**config.mk**
```make
export PLATFORM = sky130hd
export DESIGN_NAME = sirs_cell
export DESIGN_NICKNAME = d
export VERILOG_FILES = /design/src/hw/rtl/sirs_pkg.sv /design/src/hw/rtl/sirs_cell.sv
export SDC_FILE = /design/constraint.sdc
export NUM_CORES = 1
export LEC_CHECK = 0
export BUFFER_PORTS_ARGS = -buffer_cell sky130_fd_sc_hd__buf_2
export CORE_AREA = 2 2 398 400
export CTS_CLUSTER_SIZE = 12
export DETAILED_ROUTE_END_ITERATION = 16
export DIE_AREA = 0 0 400 402
export GPL_TIMING_DRIVEN = 0
export SYNTH_ARGS = -nofsm -noshare
export SYNTH_HDL_FRONTEND = slang
export SYNTH_SLANG_ARGS = --single-unit
```
**constraint.sdc**
```tcl
create_clock -name clock -period 24.8 [get_ports clock]
set_input_delay 7.44 -clock clock [delete_from_list [all_inputs] [get_ports clock]]
set_output_delay 7.44 -clock clock [all_outputs]
set_load 0.01 [all_outputs]
```
**src/hw/rtl/sirs_pkg.sv**
```systemverilog
// Shared types for the stable insertion record sorter.
// Holds the record layout and the cell operation codes; no dependencies.
`timescale 1ns / 1ps

package sirs_pkg;

   // One stored record: sort key plus raw payload
   typedef struct packed {
      logic [31:0] score;
      logic [31:0] word0;
      logic [31:0] word1;
      logic [31:0] word2;
      logic [63:0] text_low;
      logic [63:0] text_high;
   } record_type;

   // Operation that every cell of the row performs in a cycle
   typedef enum logic [1:0] {
      CELL_HOLD   = 2'd0,
      CELL_INSERT = 2'd1,
      CELL_EMIT   = 2'd2
   } cell_op_type;

endpackage

```
**src/hw/rtl/sirs_cell.sv**
```systemverilog
// One slot of the sorted record row: compare against the incoming key and shift.
// Depends on sirs_pkg for the record layout and the operation codes.
`timescale 1ns / 1ps

module sirs_cell
   import sirs_pkg::*;
(
   input  logic        clock,
   input  cell_op_type op,
   input  logic        occupied,
   input  record_type  new_rec,
   input  logic        prev_flag,
   input  record_type  prev_rec,
   input  record_type  next_rec,
   output logic        flag,
   output record_type  rec
);

   record_type rec_ff;
   record_type rec_in;

   // Flag this slot when it is free or holds a strictly greater key
   assign flag = !occupied || (rec_ff.score > new_rec.score);
   assign rec  = rec_ff;

   // Choose the next content: shift up, take the new beat, shift down, or hold
   always_comb begin
      rec_in = rec_ff;
      unique case (op)
         CELL_INSERT: begin
            if (prev_flag) begin
               rec_in = prev_rec;
            end else if (flag) begin
               rec_in = new_rec;
            end
         end
         CELL_EMIT: begin
            rec_in = next_rec;
         end
         CELL_HOLD: begin
            rec_in = rec_ff;
         end
         default: begin
            rec_in = rec_ff;
         end
      endcase
   end

   always_ff @(posedge clock) begin
      rec_ff <= rec_in;
   end

endmodule

```
==> metrics.log, run 1 <==
[metrics] via count of the first global-routing pass: between 15,000 and 20,000
[metrics] Final Hold Vio Count: 0
[metrics] worst setup slack after placement: 7.64 ns
[metrics] post-CTS repair timing setup buffer count: 0
[metrics] number of search-and-repair iterations in the first detailed-routing pass: 6
[metrics] clock root buffer master: clkbuf_16
[metrics] number of rows in the core area: between 100 and 150
[metrics] weighted congestion at the end of routability-driven global placement: 1.02
[metrics] number of max-cap violations: 0
[metrics] arrival time of data at the critical path endpoint: 9.72 ns
[metrics] clock-pin slew reported for the worst setup and hold paths after clock tree synthesis: approximately 0.06 ns
[metrics] number of port buffers: 1,028
[metrics] die span in x: 400 um
[metrics] signed area change from the synthesized netlist to the final layout: 68.8%
[metrics] final critical-path setup slack: 7.64 ns
[metrics] kind of critical path: in2out
[metrics] largest net degree at the start of global routing: 17
[metrics] highest-count cells in the layout ignoring fill and taps: 1,060 x buf_2, 264 x nand2_1, 261 x o21ai_0
[metrics] Unique masters post-synth: 29
[metrics] gate count after technology mapping: ~1,200
[metrics] largest buffer count on any clock path: 3
[metrics] total grt overflow: 0
[metrics] Max IR drop VDD: 0.0397 mV
[metrics] clock tree from TritonCTS: yes
[metrics] number of violations reported at the end of detailed-routing iteration 0: 1,940
[metrics] leading cell type in the layout, fill and taps excluded: buf_2
[metrics] largest fanout on the critical path: 3
[metrics] post-cts resize count: 0
[metrics] number of warnings reported in the yosys synthesis log: 0
[metrics] RSZ-0062 raised after global routing: no
[metrics] Seq cells post-synth: 256
[metrics] transition time of the tightest slew-check pin: 1.22 ns
[metrics] cells taking the most area after synthesis: edfxtp_1 56%, mux2i_1 19%, o21ai_0 9.5%, nand2_1 7.2%, ha_1 2.9%
[metrics] final setup violating endpoints: 0
[metrics] Post-Syn Nets: slightly above 2,000
[metrics] Final Max Slew Viols: 0
[metrics] Final ANT Viol Nets: 0
[metrics] startpoint type of the worst setup path: input pin
[metrics] flip-flop count of the largest register after layout: 256
[metrics] pwr dens: roughly 65 nW/um^2
[metrics] reported leakage power: 10.3 nW
[metrics] height of the die: 402 um
[metrics] crit path capture type: primary output
[metrics] routed len/inst: 34.2 um
[metrics] share of the yosys chip area belonging to registers: 56.0%
[metrics] clk_skew: 0.0346 ns
[metrics] clock latency on the worst-skew pair: 0.59 ns
[metrics] die footprint: between 150,000 and 200,000 sq um
[metrics] Core Area: 157,000 sq um
[metrics] area of the multi-input gates: 5550 sq um
[metrics] final setup TNS: 0 ns
[metrics] number of antenna violations at the first check in global routing: 161
[metrics] I/O pin count: 1,030
[metrics] wire length of the first global-routing pass: 182,000 um
[metrics] outcome: finished clean
[metrics] ratio of cells with drive above 1 in the final layout: about half
[metrics] share of the synthesized area in the top cell type: 56.0%
[metrics] kind of path behind the tightest hold check: reg2reg
[metrics] Crit path required time: 17.36 ns
[metrics] hold buffer count at CTS: 0
[metrics] number of remaining DRC errors: 0
[metrics] HPWL after detailed placement: 137,000 um
[metrics] clock buffer count from CTS: 39
[metrics] number of fill cells: between 15,000 and 20,000
[metrics] worst rel slew slack: 18.1%
[metrics] Avg Inst Size Synth: about 11 sq um
[metrics] most area-hungry cell type in the Yosys netlist: edfxtp_1
[metrics] Syn Std Cell Area: 13,700 sq um
[metrics] depth of the CTS H-tree: 2
[metrics] area taken by flip-flops and latches: 7690 sq um
[metrics] vias per std cell: 3.65
[metrics] vias: 16,300
[metrics] final critical-path required period: 17.16 ns
[metrics] sum of routed wire length over all layers: 153,000 um
[metrics] Num Clock Sinks: roughly 260
[metrics] initial standard-cell utilization of the core: approximately 8.7%
[metrics] gr usage total: between 10% and 20%
[metrics] number of nets in the layout: 3,134
[metrics] period utilisation layout: between 60% and 70%
[metrics] fmax: 58.3 MHz
-- final timing paths --
kind	startpoint	endpoint	slack, ns	depth (start not counted)
min reg2reg	rec[225]	rec[232]	1.32	6
max	new_rec[247]	flag	7.64	10
min	rec[225]	rec[232]	1.32	6
max reg2reg	rec[255]	rec[92]	19.62	17
-- power breakdown --
part	switching [W]	internal, W
sequential	0.0000198	0.000539
combinational	0.000240	0.000124
clock	0.000260	0.000328
-- layout make-up --
| class | count | share of cell area (%) |
|---|---|---|
| antenna | 42 | 0.453 |
| clock inverter | 31 | 1.15 |
| sequential | 256 | 33.2 |
| buffer | 86 | 1.59 |
| clock buffer | 41 | 4.33 |
| tap | 2072 | 11.2 |
| inverter | 37 | 0.599 |
| multi-input combinational | 856 | 24.0 |
| timing repair buffer | 1053 | 23.6 |
-- kinds of logic (layout without fill, tap and decap cells) --
logic type	count (synthesis)	after routing	share of synthesized area (%)
and+or+nand+nor	283	283	8.07
DFF	256	256	56.0
other	0	42	0
muxes	256	256	18.7
AOI/OAI and AO/OA	285	285	10.7
buffers and inverters	123	1248	3.68
adders and majority gates	32	32	2.92
-- cell usage after synthesis --
library cell / n
nand2_1: 264
o21ai_0: 261
edfxtp_1: 256
mux2i_1: 256
clkbuf_1: 52
inv_1: 37
buf_2: 32
ha_1: 32
a21oi_1: 14
nor2_1: 5
nand3_1: 3
nand4_1: 3
a21o_1: 2
nor2b_1: 2
nor3_1: 2
a211oi_1: 1
a21boi_0: 1
a31oi_1: 1
buf_1: 1
buf_4: 1
nand4_2: 1
nor3_2: 1
nor4b_1: 1
o211ai_2: 1
o21a_1: 1
o2bb2ai_1: 1
o32a_2: 1
o41ai_2: 1
or4_4: 1
-- routing by layer --
| layer | GRT usage, % | share of wire, % |
|---|---|---|
| met3 | 6.95 | 11 |
| met4 | 5.19 | 3.7 |
| met2 | 29.6 | 46 |
| met5 | 0 | 0.43 |
| met1 | 22.0 | 39 |
-- per-stage QoR --
stage                     total power [W]  hold slack [ns]  instances  utilization (%)  instance area [sq um]
after floorplan                  0.000695             4.05       1235                -                  13700
after global placement           0.000957             6.33       4335             13.7                  21500
after detailed placement         0.000933             1.30       4360             13.9                  21800
after CTS                         0.00154             1.31       4432             14.7                  23100
after global routing              0.00156             1.40       4449             14.7                  23100
final                             0.00151             1.32       4474             14.8                  23200
-- critical path, stage by stage --
cell and delay (ns):
buf_2 0.11, inv_1 0.05, ha_1 0.33, a21oi_1 0.17, o21ai_0 0.15, a21oi_1 0.21
o211ai_2 0.16, nor4b_1 0.67, nor2_1 0.23, buf_2 0.21
Power figures use the tool's default switching activity.
==> run 2, diff against run 1 <==
--- a/config.mk
+++ b/config.mk
@@ -6,10 +6,10 @@
 export NUM_CORES = 1
 export LEC_CHECK = 0
 export BUFFER_PORTS_ARGS = -buffer_cell sky130_fd_sc_hd__buf_2
-export CORE_AREA = 2 2 398 400
+export CORE_AREA = 2 2 407 409
 export CTS_CLUSTER_SIZE = 12
 export DETAILED_ROUTE_END_ITERATION = 16
-export DIE_AREA = 0 0 400 402
+export DIE_AREA = 0 0 409 411
 export GPL_TIMING_DRIVEN = 0
 export SYNTH_ARGS = -nofsm -noshare
 export SYNTH_HDL_FRONTEND = slang
==> constraint.sdc (replaced) <==
create_clock -name clock -period 14.5 [get_ports clock]
set_input_delay 4.35 -clock clock [delete_from_list [all_inputs] [get_ports clock]]
set_output_delay 4.35 -clock clock [all_outputs]
set_load 0.01 [all_outputs]
==> metrics.log, run 2 (synthesis gave the netlist of run 1 again) <==
[metrics] family with the most delay on the worst path: simple AND/OR/NAND/NOR gates
[metrics] RSZ-0062 raised after global routing: no
[metrics] height of the die: a little over 400 um
[metrics] worst rel slew slack: -2.06%
[metrics] Final Max Slew Viols: 2
[metrics] number of port buffers: 1,028
[metrics] wire length of the first global-routing pass: 181,000 um
[metrics] number of fill cells: 18,700
[metrics] period utilisation layout: 75.1%
[metrics] number of cells in the design after placement: 4,475
[metrics] Num Clock Sinks: around 260
[metrics] leading cell type in the layout, fill and taps excluded: buf_2
[metrics] Crit path required time: 10.15 ns
[metrics] vias: 16,500
[metrics] end point of the most critical hold path: rec[225]
[metrics] kind of path behind the tightest hold check: reg2reg
[metrics] number of remaining DRC errors: 0
[metrics] post-CTS repair timing setup buffer count: 0
[metrics] arrival time of data at the critical path endpoint: 6.54 ns
[metrics] transition time of the tightest slew-check pin: 1.51 ns
[metrics] setup slack on the worst flop-to-flop path: 9.45 ns
[metrics] pwr dens: 112 nW/um^2
[metrics] flip-flop count of the largest register after layout: 256
[metrics] post-cts resize count: 0
[metrics] HPWL after detailed placement: 136,000 um
[metrics] area of the multi-input gates: 5550 sq um
[metrics] Max IR drop VDD: 0.0651 mV
[metrics] hold path start: rec[225]
[metrics] largest net degree at the start of global routing: 15
[metrics] total grt overflow: 0
[metrics] number of violations reported at the end of detailed-routing iteration 0: 1,789
[metrics] clock buffer count from CTS: 40
[metrics] number of search-and-repair iterations in the first detailed-routing pass: 6
[metrics] Core Area: 164,000 sq um
[metrics] Final ANT Viol Nets: 0
[metrics] reported leakage power: around 10 nW
[metrics] fmax: 91.8 MHz
[metrics] outcome: finished with violations
[metrics] clock root buffer master: clkbuf_16
[metrics] vias per std cell: 3.61
[metrics] Worst R2R End: rec[86]
[metrics] source of the worst register-to-register timing path: rec[255]
[metrics] total power consumption of the routed design: about 0.0026 W
[metrics] die span in x: 409 um
[metrics] depth of the CTS H-tree: 2
[metrics] startpoint type of the worst setup path: input pin
[metrics] weighted congestion at the end of routability-driven global placement: 1.06
[metrics] I/O pin count: 1,030
[metrics] initial standard-cell utilization of the core: under 10%
[metrics] Top cell by count, worst path: buf_2
[metrics] gr usage total: around 17%
[metrics] highest cell delay on the worst timing path: ~0.67 ns
[metrics] largest fanout on the critical path: 2
[metrics] Bufs and invs on worst path: 3
[metrics] area taken by flip-flops and latches: 7690 sq um
[metrics] Final Hold Vio Count: 0
[metrics] clock latency on the worst-skew pair: 0.61 ns
[metrics] final setup violating endpoints: 0
[metrics] number of antenna violations at the first check in global routing: 166
[metrics] library cell contributing the largest single delay on the critical path: nor4b_1
[metrics] hold buffer count at CTS: 0
[metrics] sum of routed wire length over all layers: approximately 150,000 um
[metrics] violations in the final reports: capacitance limit, slew limit
[metrics] number of standard cells in the final layout excluding fillers: 4,589
[metrics] crit path capture type: primary output
[metrics] hold-critical path depth: 6
[metrics] signed area change from the synthesized netlist to the final layout: 70.0%
[metrics] worst-path cell chain: buf_2 > inv_1 > ha_1 > a21o_1 > a21oi_1 > o32a_2 > o211ai_2 > nor4b_1 > nor2_1 > buf_2
[metrics] routed len/inst: 33.2 um
[metrics] largest buffer count on any clock path: 3
[metrics] number of rows in the core area: 149
[metrics] clock tree from TritonCTS: yes
[metrics] kind of critical path: in2out
[metrics] worst setup path startpoint: new_rec[249]
[metrics] via count of the first global-routing pass: 15,100
[metrics] number of nets in the layout: between 3,000 and 4,000
[metrics] clock-pin slew reported for the worst setup and hold paths after clock tree synthesis: 0.06 ns
[metrics] die footprint: 168,000 sq um
[metrics] ratio of cells with drive above 1 in the final layout: 49.0%
[metrics] number of max-cap violations: 1
[metrics] highest-count cells in the layout ignoring fill and taps: 1,060 x buf_2, 264 x nand2_1, 259 x o21ai_0
[metrics] clk_skew: 0.0414 ns
[metrics] final critical-path required period: 10.89 ns
[metrics] depth of the worst register-to-register path: 15
-- run 2: metrics by stage --
stage                     setup WS, ns  setup TNS [ns]  util, %  cell area, sq um  hold WS (ns)
after floorplan                  0.151               0        -             13700          2.93
after global placement           -5.94        -1493.71     13.2             21600          4.14
after detailed placement          3.63               0     13.4             21900          1.32
after CTS                         3.62               0     14.2             23200          1.35
after global routing              3.47               0     14.2             23300          1.45
final                             3.61               0     14.2             23300          1.37
-- run 2: worst max-delay path by stage --
stage                     to  slack (ns)  cells after the start
floorplan             rec[0]        0.15                      7
global placement    rec[122]       -5.94                      8
detailed placement      flag        3.63                     10
CTS                     flag        3.62                     10
global route            flag        3.47                     10
finish                  flag        3.61                     10
-- run 2: final cells by class --
cell class                      instances  area share, %
Clock buffer                           42           4.32
Sequential cell                       256           32.9
Timing Repair Buffer                 1053           23.3
Tap cell                             2189           11.7
Buffer                                 86           1.58
Antenna cell                           41          0.440
Multi-Input combinational cell        856           23.8
Clock inverter                         29           1.27
Inverter                               37          0.595
-- run 2: metal layers --
metal	GRT usage, %	part of all wire (%)	wire length, um
met3	7.31	12	17800
met1	20.5	38	58400
met5	0	0.35	526
met4	6.32	4.6	6940
met2	27.3	45	68700
-- run 2: worst reg2reg max path: cells and delay by family (launching register included) --
kind,cells,cell delay [ns]
DFF,1,0.50
buffers and inverters,9,1.80
and+or+nand+nor,3,1.06
AOI/OAI and AO/OA,2,1.02
adders and majority gates,1,0.36
-- run 2: report_power, final --
| part | internal [W] | switching, W | total, W |
|---|---|---|---|
| logic | 0.000212 | 0.000425 | 0.000637 |
| registers | 0.000922 | 0.0000337 | 0.000955 |
| clock network | 0.000580 | 0.000436 | 0.00102 |
==> run 3, diff against run 2 <==
--- a/config.mk
+++ b/config.mk
@@ -6,10 +6,10 @@
 export NUM_CORES = 1
 export LEC_CHECK = 0
 export BUFFER_PORTS_ARGS = -buffer_cell sky130_fd_sc_hd__buf_2
-export CORE_AREA = 2 2 407 409
+export CORE_AREA = 2 2 398 400
 export CTS_CLUSTER_SIZE = 12
 export DETAILED_ROUTE_END_ITERATION = 16
-export DIE_AREA = 0 0 409 411
+export DIE_AREA = 0 0 400 402
 export GPL_TIMING_DRIVEN = 0
 export SYNTH_ARGS = -nofsm -noshare
 export SYNTH_HDL_FRONTEND = slang
==> constraint.sdc (replaced) <==
create_clock -name clock -period 10.8 [get_ports clock]
set_input_delay 3.24 -clock clock [delete_from_list [all_inputs] [get_ports clock]]
set_output_delay 3.24 -clock clock [all_outputs]
set_load 0.01 [all_outputs]
==> metrics.log, run 3 (synthesis gave the netlist of run 1 again) <==
[metrics] outcome: finished clean
[metrics] initial standard-cell utilization of the core: 8.74%
[metrics] sum of routed wire length over all layers: about 150,000 um
[metrics] die span in x: about 400 um
[metrics] highest-count cells in the layout ignoring fill and taps: 1,060 x buf_2, 264 x nand2_1, 260 x o21ai_0
[metrics] setup slack on the worst flop-to-flop path: 6.54 ns
[metrics] library cell contributing the largest single delay on the critical path: nor4b_1
[metrics] depth of the CTS H-tree: 2
[metrics] clock-pin slew reported for the worst setup and hold paths after clock tree synthesis: approximately 0.06 ns
[metrics] pwr dens: 148 nW/um^2
[metrics] post-CTS repair timing setup buffer count: 0
[metrics] gr usage total: 17.2%
[metrics] final setup TNS: 0 ns
[metrics] number of search-and-repair iterations in the first detailed-routing pass: 5
[metrics] number of standard cells in the final layout excluding fillers: about 4,500
[metrics] Crit path required time: 7.56 ns
[metrics] number of antenna violations at the first check in global routing: 147
[metrics] clock buffer count from CTS: 38
[metrics] total grt overflow: 0
[metrics] Max IR drop VDD: 0.102 mV
[metrics] final setup violating endpoints: 0
[metrics] transition time of the tightest slew-check pin: about 1.3 ns
[metrics] kind of critical path: in2out
[metrics] vias: 16,100
[metrics] Final Max Slew Viols: 0
[metrics] largest buffer count on any clock path: 3
[metrics] final design instance area without fill: 23,300 sq um
[metrics] clk_skew: 0.0501 ns
[metrics] worst-path cell chain: buf_2 > inv_1 > ha_1 > nand2_1 > nor2_1 > a211oi_1 > o211ai_2 > nor4b_1 > nor2_1 > buf_2
[metrics] reported leakage power: 10.3 nW
[metrics] number of remaining DRC errors: 0
[metrics] die footprint: about 160,000 sq um
[metrics] post-cts resize count: 0
[metrics] number of port buffers: 1,028
[metrics] Bufs and invs on worst path: 3
[metrics] highest cell delay on the worst timing path: roughly 0.99 ns
[metrics] number of nets in the layout: 3,134
[metrics] Core Area: 157,000 sq um
[metrics] clock root buffer master: clkbuf_16
[metrics] clock tree from TritonCTS: yes
[metrics] Num Clock Sinks: 256
[metrics] Hold Worst Slack: 1.41 ns
[metrics] largest net degree at the start of global routing: 15
[metrics] flip-flop count of the largest register after layout: between 200 and 300
[metrics] hold buffer count at CTS: 0
[metrics] Final Hold Vio Count: 0
[metrics] HPWL after detailed placement: 130,000 um
[metrics] period utilisation layout: about 85%
[metrics] leading cell type in the layout, fill and taps excluded: buf_2
[metrics] vias per std cell: 3.60
[metrics] number of rows in the core area: 146
[metrics] number of max-cap violations: 0
[metrics] family with the most delay on the worst path: simple AND/OR/NAND/NOR gates
[metrics] Final ANT Viol Nets: 0
[metrics] clock latency on the worst-skew pair: 0.64 ns
[metrics] worst rel slew slack: a little under an eighth
[metrics] largest fanout on the critical path: 2
[metrics] crit path capture type: primary output
[metrics] height of the die: 402 um
[metrics] final critical-path setup slack: 1.64 ns
[metrics] RSZ-0062 raised after global routing: no
[metrics] arrival time of data at the critical path endpoint: 5.92 ns
[metrics] wire length of the first global-routing pass: 174,000 um
[metrics] routed len/inst: 32.4 um
[metrics] number of violations reported at the end of detailed-routing iteration 0: 1,645
[metrics] final critical-path required period: 9.16 ns
[metrics] worst setup slack after placement: 1.57 ns
[metrics] via count of the first global-routing pass: 15,000
[metrics] startpoint type of the worst setup path: input pin
[metrics] kind of path behind the tightest hold check: reg2reg
[metrics] signed area change from the synthesized netlist to the final layout: 69.7%
[metrics] weighted congestion at the end of routability-driven global placement: ~1.0
[metrics] I/O pin count: 1,030
[metrics] ratio of cells with drive above 1 in the final layout: about half
[metrics] number of cells in the design after placement: 4,361
[metrics] total placed instance area: ~22,000 sq um
[metrics] fmax: ~110 MHz
run 3: cell count changes in the layout (fill, tap and decap cells not counted), moves of 4 or more:
cell,change
diode_2,+10
inv_1,-7
ha_1,-5
ha_4,+5
buf_6,+4
clkinv_4,-4
run 3: cell type report:
| cell class | count | area [sq um] |
|---|---|---|
| fillers | 17900 | 134000 |
| flip-flops and latches | 256 | 7690 |
| multi-input cells | 856 | 5620 |
| repair buffers | 1054 | 5460 |
| well taps | 2072 | 2590 |
| clock buffers | 41 | 962 |
| plain buffers | 86 | 367 |
| clock inverters | 29 | 338 |
| inverters | 37 | 154 |
| diodes | 51 | 128 |
run 3: per-stage QoR:
stage	utilization (%)	power [W]
after global routing	14.8	0.00358
after floorplan	-	0.00158
after global placement	13.7	0.00216
after CTS	14.8	0.00353
final	14.8	0.00346
after detailed placement	13.9	0.00214
run 3: report_power, final:
part           switching [W]  internal [W]  total [W]
logic               0.000543      0.000286   0.000829
registers          0.0000452       0.00124    0.00128
clock network       0.000588      0.000757    0.00134
run 3: worst paths after layout:
kind                start  endpoint  cells past startpoint
max          new_rec[243]      flag                     10
min              rec[226]    rec[1]                      6
max reg2reg      rec[253]   rec[80]                     12
min reg2reg      rec[226]    rec[1]                      6
run 3: metal layers:
metal | track usage (%) | part of all wire, %
met5 | 0 | 0.36
met4 | 5.09 | 3.7
met3 | 5.79 | 9.5
met2 | 27.9 | 46
met1 | 21.4 | 41
run 3: worst reg2reg max path: stages (launching register included):
cell and delay, ns:
edfxtp_1 0.50, ha_1 0.36, nand4_2 0.14, or4_4 0.47
o211ai_2 0.27, nor4b_1 0.19, o41ai_4 0.82, buf_6 0.27
buf_6 0.19, buf_6 0.20, buf_6 0.22, buf_8 0.17
buf_6 0.20
